[src/hw/rtl/dmfp_pkg.sv]
// Shared types, codes and helpers of the DNS message field parser.
`default_nettype none

package dmfp_pkg;

  // Field kinds of a result word
  localparam logic [4:0] KindId         = 5'd0;
  localparam logic [4:0] KindNameByte   = 5'd6;
  localparam logic [4:0] KindNameEnd    = 5'd7;
  localparam logic [4:0] KindQtype      = 5'd8;
  localparam logic [4:0] KindQclass     = 5'd9;
  localparam logic [4:0] KindRtype      = 5'd10;
  localparam logic [4:0] KindRclass     = 5'd11;
  localparam logic [4:0] KindTtl        = 5'd12;
  localparam logic [4:0] KindRdlength   = 5'd13;
  localparam logic [4:0] KindAddr       = 5'd14;
  localparam logic [4:0] KindMxPref     = 5'd15;
  localparam logic [4:0] KindRdNameByte = 5'd16;
  localparam logic [4:0] KindRdNameEnd  = 5'd17;
  localparam logic [4:0] KindMsgEnd     = 5'd18;

  // Message end status
  localparam logic [1:0] StatusOk        = 2'd0;
  localparam logic [1:0] StatusTruncated = 2'd1;
  localparam logic [1:0] StatusNameLong  = 2'd2;
  localparam logic [1:0] StatusTrailing  = 2'd3;

  // Sections; SecNone marks that no later section holds entries
  localparam logic [2:0] SecHeader   = 3'd0;
  localparam logic [2:0] SecQuestion = 3'd1;
  localparam logic [2:0] SecNone     = 3'd5;

  // Record types decoded by structure
  localparam logic [15:0] RtypeA     = 16'd1;
  localparam logic [15:0] RtypeCname = 16'd5;
  localparam logic [15:0] RtypeMx    = 16'd15;

  // Flags bits kept: QR, opcode, AA, TC, RD, RA, rcode
  localparam logic [15:0] FlagsKeep = 16'h8000 | 16'h7800 | 16'h0400 | 16'h0200 |
                                      16'h0100 | 16'h0080 | 16'h000f;

  localparam int MaxNameBytesDef = 256;
  localparam int OutDepth        = 4;
  localparam int TdataW          = 56;
  localparam int TuserW          = 6;

  typedef struct packed {
    logic [4:0]  kind;
    logic [2:0]  section;
    logic [15:0] rec_idx;
    logic [31:0] value;
    logic        lstart;
    logic [1:0]  status;
    logic        last;
  } dmfp_result_t;

  // First section at or after start_sec whose count is non-zero
  function automatic logic [2:0] first_section(logic [2:0] start_sec, logic [3:0] nz);
    logic [2:0] s;
    s = SecNone;
    for (int i = 4; i >= 1; i--) begin
      if (i >= int'(start_sec) && nz[i-1]) s = 3'(i);
    end
    return s;
  endfunction

endpackage

`default_nettype wire

[src/hw/rtl/dmfp_parser.sv]
// Byte-wide parse state machine: one byte in, up to two result words out.
`default_nettype none

module dmfp_parser #(
  parameter int MAX_NAME_BYTES = dmfp_pkg::MaxNameBytesDef
) (
  input  wire logic                  clk_i,
  input  wire logic                  rst_ni,
  input  wire logic                  accept_i,
  input  wire logic [7:0]            data_i,
  input  wire logic                  eom_i,
  input  wire logic                  tcp_prefix_i,
  output dmfp_pkg::dmfp_result_t     res0_o,
  output dmfp_pkg::dmfp_result_t     res1_o,
  output logic [1:0]                 res_cnt_o
);

  localparam int NameLenW = $clog2(MAX_NAME_BYTES + 2);

  localparam logic [3:0] PhPrefix = 4'd0;
  localparam logic [3:0] PhHeader = 4'd1;
  localparam logic [3:0] PhName   = 4'd2;
  localparam logic [3:0] PhQtype  = 4'd3;
  localparam logic [3:0] PhQclass = 4'd4;
  localparam logic [3:0] PhRtype  = 4'd5;
  localparam logic [3:0] PhRclass = 4'd6;
  localparam logic [3:0] PhTtl    = 4'd7;
  localparam logic [3:0] PhRdlen  = 4'd8;
  localparam logic [3:0] PhAddr   = 4'd9;
  localparam logic [3:0] PhMxPref = 4'd10;
  localparam logic [3:0] PhRname  = 4'd11;
  localparam logic [3:0] PhSkip   = 4'd12;
  localparam logic [3:0] PhDone   = 4'd13;
  localparam logic [3:0] PhLong   = 4'd14;
  localparam logic [3:0] PhTrail  = 4'd15;

  logic [3:0]          phase_q, phase_d;
  logic [2:0]          fbc_q, fbc_d;
  logic [31:0]         acc_q, acc_d;
  logic [15:0]         counts_q [4];
  logic [15:0]         counts_d [4];
  logic [15:0]         idx_q, idx_d;
  logic [7:0]          label_q, label_d;
  logic [NameLenW-1:0] nlen_q, nlen_d;
  logic [15:0]         rtype_q, rtype_d;
  logic [15:0]         rdrem_q, rdrem_d;
  logic [1:0]          pc_q, pc_d;
  logic [2:0]          sec_q, sec_d;

  logic [2:0]          fbc_inc, take_need;
  logic                take_done, take_en;
  logic [31:0]         acc_shift;
  logic [15:0]         f16, hdr_v, sec_cnt;
  logic [16:0]         entry_next;
  logic                entry_last;
  logic [NameLenW-1:0] nlen_inc;
  logic                hdr_go, name_go, name_rdata, name_done;
  logic                do_end_entry, do_start;
  logic [2:0]          start_sec, fs;
  logic [3:0]          nz;
  logic                ev_valid;
  logic [4:0]          ev_kind;
  logic [31:0]         ev_value;
  logic                ev_lstart;
  logic [1:0]          status;
  dmfp_pkg::dmfp_result_t ev_item, end_item;

  always_comb begin
    fbc_inc    = fbc_q + 3'd1;
    take_need  = (phase_q == PhTtl || phase_q == PhAddr) ? 3'd4 : 3'd2;
    take_done  = (fbc_inc >= take_need);
    acc_shift  = {acc_q[23:0], data_i};
    f16        = acc_shift[15:0];
    sec_cnt    = counts_q[sec_q[1:0] - 2'd1];
    entry_next = {1'b0, idx_q} + 17'd1;
    entry_last = (entry_next >= {1'b0, sec_cnt});
    nlen_inc   = nlen_q + NameLenW'(1);
    take_en    = accept_i &&
                 ((phase_q == PhPrefix && !tcp_prefix_i) || phase_q == PhHeader ||
                  phase_q == PhQtype || phase_q == PhQclass || phase_q == PhRtype ||
                  phase_q == PhRclass || phase_q == PhTtl || phase_q == PhRdlen ||
                  phase_q == PhAddr || phase_q == PhMxPref);
  end

  always_comb begin
    phase_d  = phase_q;
    fbc_d    = fbc_q;
    acc_d    = acc_q;
    counts_d = counts_q;
    idx_d    = idx_q;
    label_d  = label_q;
    nlen_d   = nlen_q;
    rtype_d  = rtype_q;
    rdrem_d  = rdrem_q;
    pc_d     = pc_q;
    sec_d    = sec_q;

    hdr_go       = 1'b0;
    hdr_v        = f16;
    name_go      = 1'b0;
    name_rdata   = 1'b0;
    name_done    = 1'b0;
    do_end_entry = 1'b0;
    do_start     = 1'b0;
    start_sec    = dmfp_pkg::SecQuestion;
    fs           = dmfp_pkg::SecNone;
    nz           = '0;
    ev_valid     = 1'b0;
    ev_kind      = dmfp_pkg::KindId;
    ev_value     = '0;
    ev_lstart    = 1'b0;
    status       = dmfp_pkg::StatusOk;

    if (take_en) begin
      acc_d = acc_shift;
      fbc_d = take_done ? 3'd0 : fbc_inc;
    end

    if (accept_i) begin
      unique case (phase_q)
        PhPrefix: begin
          if (tcp_prefix_i) begin
            pc_d = pc_q + 2'd1;
            if (pc_d >= 2'd2) begin
              pc_d    = 2'd0;
              phase_d = PhHeader;
            end
          end else begin
            phase_d = PhHeader;
            hdr_go  = 1'b1;
          end
        end
        PhHeader: hdr_go = 1'b1;
        PhName: name_go = 1'b1;
        PhQtype: begin
          if (take_done) begin
            ev_valid = 1'b1;
            ev_kind  = dmfp_pkg::KindQtype;
            ev_value = 32'(f16);
            phase_d  = PhQclass;
          end
        end
        PhQclass: begin
          if (take_done) begin
            ev_valid     = 1'b1;
            ev_kind      = dmfp_pkg::KindQclass;
            ev_value     = 32'(f16);
            do_end_entry = 1'b1;
          end
        end
        PhRtype: begin
          if (take_done) begin
            rtype_d  = f16;
            ev_valid = 1'b1;
            ev_kind  = dmfp_pkg::KindRtype;
            ev_value = 32'(f16);
            phase_d  = PhRclass;
          end
        end
        PhRclass: begin
          if (take_done) begin
            ev_valid = 1'b1;
            ev_kind  = dmfp_pkg::KindRclass;
            ev_value = 32'(f16);
            phase_d  = PhTtl;
          end
        end
        PhTtl: begin
          if (take_done) begin
            ev_valid = 1'b1;
            ev_kind  = dmfp_pkg::KindTtl;
            ev_value = acc_shift;
            phase_d  = PhRdlen;
          end
        end
        PhRdlen: begin
          if (take_done) begin
            rdrem_d  = f16;
            ev_valid = 1'b1;
            ev_kind  = dmfp_pkg::KindRdlength;
            ev_value = 32'(f16);
            if (rtype_q == dmfp_pkg::RtypeA) begin
              phase_d = PhAddr;
            end else if (rtype_q == dmfp_pkg::RtypeMx) begin
              phase_d = PhMxPref;
            end else if (rtype_q == dmfp_pkg::RtypeCname) begin
              label_d = '0;
              nlen_d  = '0;
              phase_d = PhRname;
            end else if (f16 == 16'd0) begin
              do_end_entry = 1'b1;
            end else begin
              phase_d = PhSkip;
            end
          end
        end
        PhAddr: begin
          if (take_done) begin
            ev_valid     = 1'b1;
            ev_kind      = dmfp_pkg::KindAddr;
            ev_value     = acc_shift;
            do_end_entry = 1'b1;
          end
        end
        PhMxPref: begin
          if (take_done) begin
            ev_valid = 1'b1;
            ev_kind  = dmfp_pkg::KindMxPref;
            ev_value = 32'(f16);
            label_d  = '0;
            nlen_d   = '0;
            phase_d  = PhRname;
          end
        end
        PhRname: begin
          name_go    = 1'b1;
          name_rdata = 1'b1;
        end
        PhSkip: begin
          rdrem_d = rdrem_q - 16'd1;
          if (rdrem_d == 16'd0) do_end_entry = 1'b1;
        end
        PhDone: phase_d = PhTrail;
        PhLong, PhTrail: ;
        default: phase_d = PhLong;
      endcase
    end

    // Header words: id, flags, then the four section counts
    if (hdr_go && take_done) begin
      if (idx_q == 16'd1) hdr_v = f16 & dmfp_pkg::FlagsKeep;
      ev_valid = 1'b1;
      ev_kind  = idx_q[4:0];
      ev_value = 32'(hdr_v);
      if (idx_q >= 16'd2) counts_d[idx_q[1:0] - 2'd2] = hdr_v;
      if (idx_q >= 16'd5) begin
        idx_d     = '0;
        do_start  = 1'b1;
        start_sec = dmfp_pkg::SecQuestion;
      end else begin
        idx_d = idx_q + 16'd1;
      end
    end

    if (name_go) begin
      nlen_d = nlen_inc;
      if (nlen_inc > NameLenW'(MAX_NAME_BYTES)) begin
        phase_d = PhLong;
      end else if (label_q == 8'd0) begin
        ev_valid = 1'b1;
        if (data_i == 8'd0) begin
          ev_kind   = name_rdata ? dmfp_pkg::KindRdNameEnd : dmfp_pkg::KindNameEnd;
          ev_value  = 32'(nlen_inc);
          name_done = 1'b1;
        end else begin
          label_d   = data_i;
          ev_kind   = name_rdata ? dmfp_pkg::KindRdNameByte : dmfp_pkg::KindNameByte;
          ev_value  = 32'(data_i);
          ev_lstart = 1'b1;
        end
      end else begin
        label_d  = label_q - 8'd1;
        ev_valid = 1'b1;
        ev_kind  = name_rdata ? dmfp_pkg::KindRdNameByte : dmfp_pkg::KindNameByte;
        ev_value = 32'(data_i);
      end
    end

    if (name_done) begin
      if (name_rdata) begin
        do_end_entry = 1'b1;
      end else begin
        fbc_d   = 3'd0;
        phase_d = (sec_q == dmfp_pkg::SecQuestion) ? PhQtype : PhRtype;
      end
    end

    if (do_end_entry) begin
      if (entry_last) begin
        do_start  = 1'b1;
        start_sec = sec_q + 3'd1;
      end else begin
        idx_d   = entry_next[15:0];
        label_d = '0;
        nlen_d  = '0;
        phase_d = PhName;
      end
    end

    for (int i = 0; i < 4; i++) nz[i] = (counts_d[i] != 16'd0);

    // Skip sections that hold no entries
    if (do_start) begin
      fs = dmfp_pkg::first_section(start_sec, nz);
      if (fs == dmfp_pkg::SecNone) begin
        phase_d = PhDone;
      end else begin
        sec_d   = fs;
        idx_d   = '0;
        label_d = '0;
        nlen_d  = '0;
        phase_d = PhName;
      end
    end

    if (phase_d == PhDone) status = dmfp_pkg::StatusOk;
    else if (phase_d == PhLong) status = dmfp_pkg::StatusNameLong;
    else if (phase_d == PhTrail) status = dmfp_pkg::StatusTrailing;
    else status = dmfp_pkg::StatusTruncated;

    // Message end: return every parse register to its reset value
    if (accept_i && eom_i) begin
      phase_d  = PhPrefix;
      fbc_d    = '0;
      acc_d    = '0;
      counts_d = '{default: '0};
      idx_d    = '0;
      label_d  = '0;
      nlen_d   = '0;
      rtype_d  = '0;
      rdrem_d  = '0;
      pc_d     = '0;
      sec_d    = dmfp_pkg::SecHeader;
    end
  end

  always_comb begin
    ev_item.kind     = ev_kind;
    ev_item.section  = sec_q;
    ev_item.rec_idx  = idx_q;
    ev_item.value    = ev_value;
    ev_item.lstart   = ev_lstart;
    ev_item.status   = dmfp_pkg::StatusOk;
    ev_item.last     = 1'b0;

    end_item.kind    = dmfp_pkg::KindMsgEnd;
    end_item.section = dmfp_pkg::SecHeader;
    end_item.rec_idx = '0;
    end_item.value   = '0;
    end_item.lstart  = 1'b0;
    end_item.status  = status;
    end_item.last    = 1'b1;

    res0_o    = ev_valid ? ev_item : end_item;
    res1_o    = end_item;
    res_cnt_o = 2'd0;
    if (accept_i) res_cnt_o = 2'(ev_valid) + 2'(eom_i);
  end

  always_ff @(posedge clk_i or negedge rst_ni) begin
    if (!rst_ni) begin
      phase_q  <= PhPrefix;
      fbc_q    <= '0;
      acc_q    <= '0;
      counts_q <= '{default: '0};
      idx_q    <= '0;
      label_q  <= '0;
      nlen_q   <= '0;
      rtype_q  <= '0;
      rdrem_q  <= '0;
      pc_q     <= '0;
      sec_q    <= dmfp_pkg::SecHeader;
    end else begin
      phase_q  <= phase_d;
      fbc_q    <= fbc_d;
      acc_q    <= acc_d;
      counts_q <= counts_d;
      idx_q    <= idx_d;
      label_q  <= label_d;
      nlen_q   <= nlen_d;
      rtype_q  <= rtype_d;
      rdrem_q  <= rdrem_d;
      pc_q     <= pc_d;
      sec_q    <= sec_d;
    end
  end

endmodule

`default_nettype wire

[src/hw/rtl/dmfp_out_fifo.sv]
// Result queue: takes up to two words a cycle, hands out one.
`default_nettype none

module dmfp_out_fifo (
  input  wire logic                   clk_i,
  input  wire logic                   rst_ni,
  input  wire logic [1:0]             wr_cnt_i,
  input  wire dmfp_pkg::dmfp_result_t wr0_i,
  input  wire dmfp_pkg::dmfp_result_t wr1_i,
  input  wire logic                   pop_i,
  output logic                        valid_o,
  output dmfp_pkg::dmfp_result_t      item_o,
  output logic                        room_o
);

  localparam int Depth = dmfp_pkg::OutDepth;
  localparam int PtrW  = $clog2(Depth);
  localparam int CntW  = $clog2(Depth + 1);

  dmfp_pkg::dmfp_result_t mem_q [Depth];
  logic [PtrW-1:0] wr_ptr_q, wr_ptr_d, rd_ptr_q, rd_ptr_d;
  logic [CntW-1:0] cnt_q, cnt_d;
  logic            pop;

  assign valid_o = (cnt_q != '0);
  assign item_o  = mem_q[rd_ptr_q];
  // Room for a field word and a message end word
  assign room_o  = (cnt_q <= CntW'(Depth - 2));
  assign pop     = pop_i && valid_o;

  always_comb begin
    wr_ptr_d = wr_ptr_q + PtrW'(wr_cnt_i);
    rd_ptr_d = rd_ptr_q + PtrW'(pop);
    cnt_d    = cnt_q + CntW'(wr_cnt_i) - CntW'(pop);
  end

  always_ff @(posedge clk_i) begin
    if (wr_cnt_i != 2'd0) mem_q[wr_ptr_q] <= wr0_i;
    if (wr_cnt_i == 2'd2) mem_q[wr_ptr_q + PtrW'(1)] <= wr1_i;
  end

  always_ff @(posedge clk_i or negedge rst_ni) begin
    if (!rst_ni) begin
      wr_ptr_q <= '0;
      rd_ptr_q <= '0;
      cnt_q    <= '0;
    end else begin
      wr_ptr_q <= wr_ptr_d;
      rd_ptr_q <= rd_ptr_d;
      cnt_q    <= cnt_d;
    end
  end

endmodule

`default_nettype wire

[src/hw/rtl/dns_message_field_parser.sv]
// Top level of the DNS message field parser: config register, parser and result queue.
`default_nettype none

// Takes a DNS message one byte per word on the slave stream (tlast on the final byte)
// and emits one result word per parsed field, plus a message end word carrying the
// parse status. When a byte is taken, the parse state registers update on the
// accepting edge and the byte's result words land in a four-entry result queue
// at the same edge, so a new byte can be taken every cycle. The slave side stalls
// only while the queue has fewer than two free entries; a final byte that also
// completes a field gives two words, written together and handed out in turn. The
// prefix register (skip a two-byte length prefix) is written on the config channel.
module dns_message_field_parser #(
  parameter int MAX_NAME_BYTES = dmfp_pkg::MaxNameBytesDef
) (
  input  wire logic                        clk_i,
  input  wire logic                        rst_ni,
  input  wire logic                        s_axis_tvalid_i,
  output logic                             s_axis_tready_o,
  input  wire logic [7:0]                  s_axis_tdata_i,  // data_byte
  input  wire logic                        s_axis_tlast_i,  // end_of_message
  output logic                             m_axis_tvalid_o,
  input  wire logic                        m_axis_tready_i,
  // section, record_index, field_value, parse_status, zero fill
  output logic [dmfp_pkg::TdataW-1:0]      m_axis_tdata_o,
  // field_kind, label_start
  output logic [dmfp_pkg::TuserW-1:0]      m_axis_tuser_o,
  output logic                             m_axis_tlast_o,  // last_of_message
  input  wire logic                        cfg_valid_i,
  output logic                             cfg_ready_o,
  input  wire logic                        cfg_data_i       // tcp_length_prefix
);

  logic                   tcp_prefix_q, tcp_prefix_d;
  logic                   in_accept, room;
  logic [1:0]             res_cnt;
  dmfp_pkg::dmfp_result_t res0, res1, out_item;

  assign cfg_ready_o     = 1'b1;
  assign tcp_prefix_d    = (cfg_valid_i && cfg_ready_o) ? cfg_data_i : tcp_prefix_q;
  assign s_axis_tready_o = room;
  assign in_accept       = s_axis_tvalid_i && s_axis_tready_o;

  always_ff @(posedge clk_i or negedge rst_ni) begin
    if (!rst_ni) begin
      tcp_prefix_q <= 1'b0;
    end else begin
      tcp_prefix_q <= tcp_prefix_d;
    end
  end

  dmfp_parser #(
    .MAX_NAME_BYTES(MAX_NAME_BYTES)
  ) u_parser (
    .clk_i        (clk_i),
    .rst_ni       (rst_ni),
    .accept_i     (in_accept),
    .data_i       (s_axis_tdata_i),
    .eom_i        (s_axis_tlast_i),
    .tcp_prefix_i (tcp_prefix_q),
    .res0_o       (res0),
    .res1_o       (res1),
    .res_cnt_o    (res_cnt)
  );

  dmfp_out_fifo u_out_fifo (
    .clk_i    (clk_i),
    .rst_ni   (rst_ni),
    .wr_cnt_i (res_cnt),
    .wr0_i    (res0),
    .wr1_i    (res1),
    .pop_i    (m_axis_tready_i),
    .valid_o  (m_axis_tvalid_o),
    .item_o   (out_item),
    .room_o   (room)
  );

  assign m_axis_tdata_o = {3'b000, out_item.status, out_item.value, out_item.rec_idx,
                           out_item.section};
  assign m_axis_tuser_o = {out_item.lstart, out_item.kind};
  assign m_axis_tlast_o = out_item.last;

  a_no_result_without_byte: assert property (@(posedge clk_i) disable iff (!rst_ni)
    !in_accept |-> res_cnt == 2'd0)
    else $error("result words written without an accepted byte");

  a_last_is_msg_end: assert property (@(posedge clk_i) disable iff (!rst_ni)
    m_axis_tvalid_o |-> (out_item.last == (out_item.kind == dmfp_pkg::KindMsgEnd)))
    else $error("tlast does not match message end kind");

  a_status_on_end_only: assert property (@(posedge clk_i) disable iff (!rst_ni)
    (m_axis_tvalid_o && !out_item.last) |-> out_item.status == dmfp_pkg::StatusOk)
    else $error("non-zero status on a field word");

  a_eom_gives_end: assert property (@(posedge clk_i) disable iff (!rst_ni)
    (in_accept && s_axis_tlast_i) |-> res_cnt != 2'd0)
    else $error("final byte produced no message end word");

endmodule

`default_nettype wire

[config.mk]
export PLATFORM = sky130hd
export DESIGN_NAME = dns_message_field_parser
export DESIGN_NICKNAME = d
export VERILOG_FILES = /design/src/hw/rtl/dmfp_pkg.sv /design/src/hw/rtl/dmfp_parser.sv /design/src/hw/rtl/dmfp_out_fifo.sv /design/src/hw/rtl/dns_message_field_parser.sv
export SDC_FILE = /design/constraint.sdc
export NUM_CORES = 1
export LEC_CHECK = 0
export BUFFER_PORTS_ARGS = -buffer_cell sky130_fd_sc_hd__buf_4
export CORE_ASPECT_RATIO = 0.7
export CORE_UTILIZATION = 57
export CTS_BUF_LIST = sky130_fd_sc_hd__clkbuf_4
export CTS_CLUSTER_SIZE = 25
export DETAILED_ROUTE_END_ITERATION = 12
export PLACE_DENSITY = 0.74
export RECOVER_POWER = 50
export SLEW_MARGIN = 20
export SYNTH_ARGS = -nofsm -noshare
export SYNTH_HDL_FRONTEND = slang
export SYNTH_SLANG_ARGS = --single-unit
[constraint.sdc]
create_clock -name clk_i -period 4.55 [get_ports clk_i]
set_clock_uncertainty 0.2 [all_clocks]
set_input_delay 0 -clock clk_i [delete_from_list [all_inputs] [get_ports clk_i]]
set_output_delay 0 -clock clk_i [all_outputs]
set_load 0.05 [all_outputs]
==> results of run 1 <==
-- repair_timing --
| item | in CTS | in global routing |
|---|---|---|
| setup endpoints to repair | 0 | 96 |
| resized for setup | 0 | 13 |
| endpoints found under the hold margin | 392 | 0 |
| buffers inserted | 0 | 1 |
| hold buffers | 34 | 0 |
-- logic make-up after synthesis --
logic type | share of synthesized area, %
other | 0.03830
AOI/OAI and AO/OA | 19.44
xor gates and xnor gates | 1.787
adders and majority gates | 2.399
buffers and inverters | 4.275
and+or+nand+nor | 14.68
muxes | 10.38
DFF | 46.99
-- flip-flops by register name (all words and copies together) (netlist names) --
register             count
u_out_fifo.cnt_q         3
u_out_fifo.rd_ptr_q      2
u_parser.pc_q            2
u_out_fifo.wr_ptr_q      2
u_parser.sec_q           3
u_parser.idx_q          16
u_parser.fbc_q           3
u_out_fifo.mem_q       240
u_parser.phase_q         4
u_parser.label_q         8
u_parser.counts_q       64
u_parser.rtype_q        16
tcp_prefix_q             1
u_parser.acc_q          24
u_parser.rdrem_q        16
u_parser.nlen_q          9
-- tightest hold or removal path: cells and delay by family --
family	cells	cell delay, ns
AOI/OAI and AO/OA	2	0.23
buffers and inverters	2	0.70
and+or+nand+nor	2	0.11
-- layer usage --
layer | vias to the layer above | wire length [um]
met1 | 8309 | 26420
met2 | 879 | 24810
met5 | - | 0
met3 | 92 | 5784
li1 | 7535 | -
met4 | 0 | 1179
-- cell type report --
class | count | area [sq um]
fill | 2751 | 11530
multi-input combinational | 1360 | 9688
sequential | 413 | 9218
timing repair buffer | 178 | 1196
clock buffer | 141 | 1059
tap | 464 | 580.6
clock inverter | 43 | 237.7
inverter | 47 | 176.4
antenna | 5 | 12.51
-- power breakdown --
part           switching, mW  internal, mW  total, mW
combinational           2.95          1.81       4.76
clock                   1.56          1.56       3.12
sequential             0.876          4.23       5.11
total                   5.38          7.60       13.0
-- stage by stage --
| stage | total power, mW | util (%) | hold slack [ns] | instances | TNS [ns] |
|---|---|---|---|---|---|
| final | 12.98 | 65.77 | 0.05439 | 2651 | 0 |
| after CTS | 12.90 | 66.34 | 0.01319 | 2642 | 0 |
| after global routing | 13.63 | 65.77 | 0.04100 | 2651 | -0.06102 |
| after global placement | 9.636 | 61.43 | -0.08136 | 2424 | 0 |
| after detailed placement | 9.756 | 61.43 | -0.07875 | 2424 | 0 |
| after floorplan | 8.251 | - | -0.4956 | 1979 | -3.153 |
-- worst min path at each step --
stage / start / depth (start not counted) / endpoint / slack [ns]
2_1_floorplan: rst_ni / 0 / tcp_prefix_q$_DFFE_PN0P_ / -0.50
6_report: s_axis_tdata_i[1] / 6 / u_parser.label_q[1]$_DFF_PN0_ / 0.05
5_1_grt: s_axis_tdata_i[5] / 4 / u_out_fifo.mem_q[3][9]$_SDFFE_PP0P_ / 0.04
3_3_place_gp: rst_ni / 1 / u_parser.rdrem_q[13]$_DFFE_PN0P_ / -0.08
3_5_place_dp: rst_ni / 1 / u_parser.rdrem_q[8]$_DFFE_PN0P_ / -0.08
4_1_cts: s_axis_tdata_i[0] / 6 / u_parser.label_q[0]$_DFF_PN0_ / 0.01
-- synthesized netlist by cell type, types with 10 or more instances --
cell	instances	area share, %
or3_1	13	0.41
and3_1	21	0.67
a21oi_1	133	3.4
nor4_1	28	0.89
o21ai_0	111	2.8
mux2i_1	29	1.5
nand4_1	18	0.57
buf_1	12	0.23
nor2_1	153	2.9
a22o_1	173	7.7
a22oi_1	11	0.42
buf_2	13	0.33
dfrtp_1	173	22
ha_1	36	2.3
dfxtp_1	232	24
o22ai_1	10	0.32
nand2_1	253	4.8
xnor2_1	21	0.94
xor2_1	19	0.85
clkbuf_1	129	2.5
a211oi_1	11	0.42
nand3_1	37	0.94
nor3_1	30	0.77
mux4_2	76	8.7
inv_1	47	0.90
nand2b_1	19	0.61
-- layout by cell type (no fill, tap or decap), drive strengths merged, types with 29 or more instances in the layout --
cell type    synthesis  routed
dlygate4sd3          0      33
a21oi              134     134
clkinv               0      37
dfxtp              232     232
buf                 33      75
clkbuf             129     211
o21ai              114     114
dfrtp              173     173
a22o               173     173
mux4                76      76
nor4                30      30
ha                  36      36
nand2              254     254
nor2               153     156
nand3               37      37
nor3                30      30
mux2i               29      29
inv                 47      50
==> impl_results.md, run 1 <==
* Largest net degree at the start of global routing at slightly above 80
* Worst setup SP type: flip-flop
* Syn_area_per_cell at just under 10 sq um
* Num ports at 81
* CTS tree: yes
* Final Wtd Congestion at just over 0.9
* Slew @ Worst Pin at about 2.8 ns
* Post-Route WL at 58190 um
* Clk sinks at around 410
* CP Class: flip-flop to flip-flop
* Core box area at between 30000 and 40000 sq um
* First-pass GRT wire length at slightly below 90000 um
* Cell breakdown of the critical path: ha_1 > and3_1 > and3_2 > and3_1 > and3_1 > and3_1 > xor2_1 > ha_1 > nand2_1 > o21ai_0 > o21bai_1 > a21oi_1 > o211a_1 > a21oi_4 > o21a_4 > a31oi_4 > buf_4 > a311oi_1
* P_leak at approximately 9.3 nW
* Relative slew slack at -89.69%
* Worst Path Max Fanout at 16
* Post-place setup slack at 0.1535 ns
* # DRC at 0
* Via count at 16820
* Grt ovf at 0
* Post-route cell area at approximately 22000 sq um
* Reg2Reg Depth at 18
* Power per cell area at between 500 and 600 nW/um^2
* Pre-Repair DR Iteration Count at 8
* CP endpoint kind: flip-flop
* Wire per inst at between 20 and 25 um
* Outcome: finished with violations
* CTS HTree Levels at 3
* Crit path buf inv count at 1
* Iter 0 DRT Violations at approximately 1900
* Seq/Total Area, Yosys at a little under half
* Fmax at roughly 230 MHz
* Worst setup margin at 0.1621 ns
* # nets final at 2151
* Reg-to-reg slack, setup at between 0.15 and 0.2 ns
* Critical path required time at 5.07 ns
* Post-synthesis cell type count at 85
* Critical path depth at 18
* Reg-to-reg endpoint: u_parser.idx_q[4]$_DFF_PN0_
* Most Used Layer, Global Route: met1
* Slowest CP cell: dfrtp_1
* Crit path DAT at between 4 and 5 ns
* Crit path top cell by count: and3_1
* Post-synth design cell area at between 15000 and 20000 sq um
* Synth Warn # at 0
* Gr usage total at 32.66%
* Initial core utilization at 58.18%
* Placed cell areas at a little over 20000 sq um
* Clk root buf: clkbuf_4
* PortBufs at 76
* IR drop worst, VDD at 0.0003108 V
* Primary FF master, synth: dfxtp_1
* Cells after Synth at 1977
* Detailed Place HPWL at 37110 um
* Min-Delay Path Class: input pin to flip-flop
* Violated checks: max-capacitance violations, max-slew violations
* P&R area growth vs syn at 13.06%
* Async set-reset flop share out of synthesis at between 40% and 50%
* Worst path max stage delay at between 0.3 and 0.4 ns
* Final Hold Viols at 0
* Chip width at around 220 um
* Global routing usage on met2 at about 46%
* RSZ-0062 raised after global routing: true
* Die height at between 150 and 200 um
* CP startpoint: u_parser.idx_q[0]$_DFF_PN0_
* Minimum clock period at roughly 4.4 ns
* Share of cells above drive strength 1 at 16.59%
* Crit path max-delay family: compound AO/OA/AOI/OAI gates
* Max_cap viols at 4
* Die area at 35160 sq um
* Critical Path End: u_parser.idx_q[4]$_DFF_PN0_
* Row count at 56
* Worst-path clk slew at about 0.07 ns
* Routed vias/inst at 6.343
* Met3 Use GR at a little under 8%
* Post-synthesis sequential element count at between 400 and 500
* Max-slew violations at between 150 and 200
* Worst-Skew Late Latency at around 0.84 ns
* Worst r2r src: u_parser.idx_q[0]$_DFF_PN0_
* Number of synthesized flops with an enable pin at 8
* Clock buffer depth at 3
* CTS Buf Count at 99
* Initial antenna violation count at 3
* Final setup vio count at 0
* Met1 Use GR at approximately half
* Tcrit/Tclk final at 96.44%
* Vias in the first global route at approximately 16000
* Post-route ant nets at 0
(Power assumes the default switching activity.)
==> run 2: changes to the inputs <==
--- a/config.mk
+++ b/config.mk
@@ -13,6 +13,7 @@
 export DETAILED_ROUTE_END_ITERATION = 12
 export PLACE_DENSITY = 0.74
 export RECOVER_POWER = 50
+export REMOVE_ABC_BUFFERS = 1
 export SLEW_MARGIN = 20
 export SYNTH_ARGS = -nofsm -noshare
 export SYNTH_HDL_FRONTEND = slang
==> impl_results.md, run 2 (synthesis results as in run 1) <==
* Worst-path clk slew at 0.07 ns (about the same)
* Worst-Skew Late Latency at 0.85 ns (was 0.84 ns)
* Fmax at 229.5 MHz (was 227.9 MHz)
* Commonest non-fill, non-tap cells in the layout: nand2_1 (253), dfxtp_1 (232), a22o_1 (173) (was nand2_1 (252), dfxtp_1 (232), a22o_1 (173))
* Share of cells above drive strength 1 at 16.39% (was 16.59%)
* RSZ-0062 raised after global routing: true (unchanged)
* Outcome: finished with violations (unchanged)
* Grt ovf at 0 (unchanged)
* Max_cap viols at 3 (was 4)
* IR drop worst, VDD at 0.0004852 V (was 0.0003108 V)
* Pre-Repair DR Iteration Count at 5 (was 8)
* Critical path required time at 4.91 ns (was 5.07 ns)
* Clk sinks at 413 (unchanged)
* P&R area growth vs syn at 13.18% (was 13.06%)
* Core box area at 33700 sq um (unchanged)
* CTS tree: yes (unchanged)
* Routed vias/inst at 6.292 (was 6.343)
* # nets final at 2157 (was 2151)
* # DRC at 0 (unchanged)
* Tcrit/Tclk final at 95.75% (was 96.44%)
* Crit path DAT at 4.71 ns (was 4.91 ns)
* Wire per inst at 21.35 um (was 21.95 um)
* Violated checks: max-capacitance violations, max-slew violations (unchanged)
* Final Hold Viols at 0 (unchanged)
* CP Class: flip-flop to flip-flop (unchanged)
* Initial antenna violation count at 2 (was 3)
* Crit path buf inv count at 1 (unchanged)
* Clock buffer depth at 3 (unchanged)
* CTS HTree Levels at 3 (unchanged)
* Die area at 35160 sq um (unchanged)
* Cell breakdown of the critical path: ha_1 > and3_1 > and3_1 > and3_1 > and3_1 > and3_1 > xor2_1 > ha_1 > a21oi_1 > o21ai_0 > o21bai_1 > a21oi_1 > o211a_1 > o21ai_2 > buf_6 > and3_1 > nand3_2 > nor2_1 (was ha_1 > and3_1 > and3_2 > and3_1 > and3_1 > and3_1 > xor2_1 > ha_1 > nand2_1 > o21ai_0 > o21bai_1 > a21oi_1 > o211a_1 > a21oi_4 > o21a_4 > a31oi_4 > buf_4 > a311oi_1)
* Post-Route WL at 56640 um (was 58190 um)
* Final Util at 65.85% (was 65.77%)
* Final setup vio count at 0 (unchanged)
* Biggest regs: u_out_fifo.mem_q (240), u_parser.counts_q (64), u_parser.acc_q (24) (unchanged)
* Largest net degree at the start of global routing at 102 (was 81)
* Minimum clock period at 4.357 ns (was 4.388 ns)
* Slew @ Worst Pin at 2.556 ns (was 2.845 ns)
* Vias in the first global route at 15830 (was 15910)
* Top reg by flops: u_out_fifo.mem_q (unchanged)
* Row count at 56 (unchanged)
* CTS Buf Count at 98 (was 99)
* Clk root buf: clkbuf_4 (unchanged)
* Iter 0 DRT Violations at 1812 (was 1875)
* P_leak at 9.351 nW (was 9.298 nW)
* Final Wtd Congestion at 0.9625 (was 0.9330)
* Largest register FFs at 240 (unchanged)
* Post-route ant nets at 0 (unchanged)
* PortBufs at 76 (unchanged)
* Via count at 16690 (was 16820)
* Crit path top cell by count: and3_1 (unchanged)
* Min-Delay Path Class: input pin to flip-flop (unchanged)
* Max-slew violations at 204 (was 194)
* Num ports at 81 (unchanged)
* Worst Path Max Fanout at 21 (was 16)
* First-pass GRT wire length at 88840 um (was 89290 um)
* Number of setup buffers added after CTS at 0 (unchanged)
* CP endpoint kind: flip-flop (unchanged)
* Power per cell area at 579.3 nW/um^2 (was 585.5 nW/um^2)
* Gr usage total at 32.62% (was 32.66%)
* Die height at 157.2 um (unchanged)
* Worst path max stage delay at 0.38 ns (was 0.39 ns)
* Chip width at 223.7 um (unchanged)
* Crit path max-delay family: simple AND/OR/NAND/NOR gates (was compound AO/OA/AOI/OAI gates)
* Slowest CP cell: dfrtp_1 (unchanged)
* TNS Setup at 0 ns (unchanged)
* Worst setup SP type: flip-flop (unchanged)
* Detailed Place HPWL at 35870 um (was 37110 um)
* Most common cell after layout, fill and taps aside: nand2_1 (unchanged)
* Initial core utilization at 58.18% (unchanged)
* Relative slew slack at -70.43% (was -89.69%)
[run 2: path summary, 6_finish.rpt]
| path | cells after the start | startpoint | slack (ns) | to |
|---|---|---|---|---|
| min reg2reg | 2 | u_out_fifo.mem_q[2][7]$_SDFFE_PP0P_ | 0.26 | u_out_fifo.mem_q[2][7]$_SDFFE_PP0P_ |
| min | 6 | s_axis_tdata_i[4] | 0.07 | u_parser.counts_q[20]$_DFF_PN0_ |
| max | 18 | u_parser.idx_q[0]$_DFF_PN0_ | 0.19 | u_out_fifo.mem_q[2][2]$_DFFE_PP_ |
| max reg2reg | 18 | u_parser.idx_q[0]$_DFF_PN0_ | 0.19 | u_out_fifo.mem_q[2][2]$_DFFE_PP_ |
| max in group asynchronous | 4 | rst_ni | 1.52 | u_parser.acc_q[15]$_DFFE_PN0P_ |
| min in group asynchronous | 4 | rst_ni | 0.83 | u_parser.rdrem_q[13]$_DFFE_PN0P_ |
[run 2: layout make-up]
| type | instances | area [sq um] |
|---|---|---|
| Timing Repair Buffer | 188 | 1300 |
| Sequential cell | 413 | 9216 |
| Multi-Input combinational cell | 1357 | 9629 |
| Clock buffer | 152 | 1141 |
| Inverter | 47 | 176.4 |
| Tap cell | 464 | 580.6 |
| Antenna cell | 5 | 12.51 |
| Fill cell | 2735 | 11510 |
| Clock inverter | 27 | 136.4 |
[run 2: worst min-delay path, stage by stage]
cell	delay, ns
dlygate4sd3_1	0.52
buf_4	0.17
nand2_1	0.13
nor2_1	0.11
a21oi_1	0.05
nor2_1	0.08
[run 2: power by group]
group | total (mW) | internal [mW] | switching, mW
Combinational | 4.68 | 1.80 | 2.89
Sequential | 5.09 | 4.23 | 0.856
Clock | 3.09 | 1.58 | 1.51
[run 2: timing repair]
item                                   in CTS  in global routing
endpoints found under the hold margin     375                  0
gates resized for setup                     0                  6
setup endpoints to repair                   0                 18
hold buffers                               42                  0
[run 2: layer usage]
metal	GRT usage (%)	vias to the layer above	wire (um)	part of all wire, %
met5	0	-	0	0
met4	11.19	0	1368	2.4
met3	9.688	113	5959	11
met2	47.11	864	24470	43
met1	46.63	8174	24840	44
li1	-	7541	-	-
[run 2: through the flow]
step                      area, sq um  total power [mW]  worst slack [ns]  std cells  hold slack, ns
after floorplan                 18950             8.093            -2.835       1817         -0.4956
after global placement          20730             9.581            0.3131       2426         -0.1183
after detailed placement        20730             9.716            0.1579       2426         -0.1098
after CTS                       22440             12.87            0.1634       2647         0.03072
after global routing            22190             13.54         -0.004222       2653         0.07866
final                           22190             12.86            0.1933       2653         0.07404
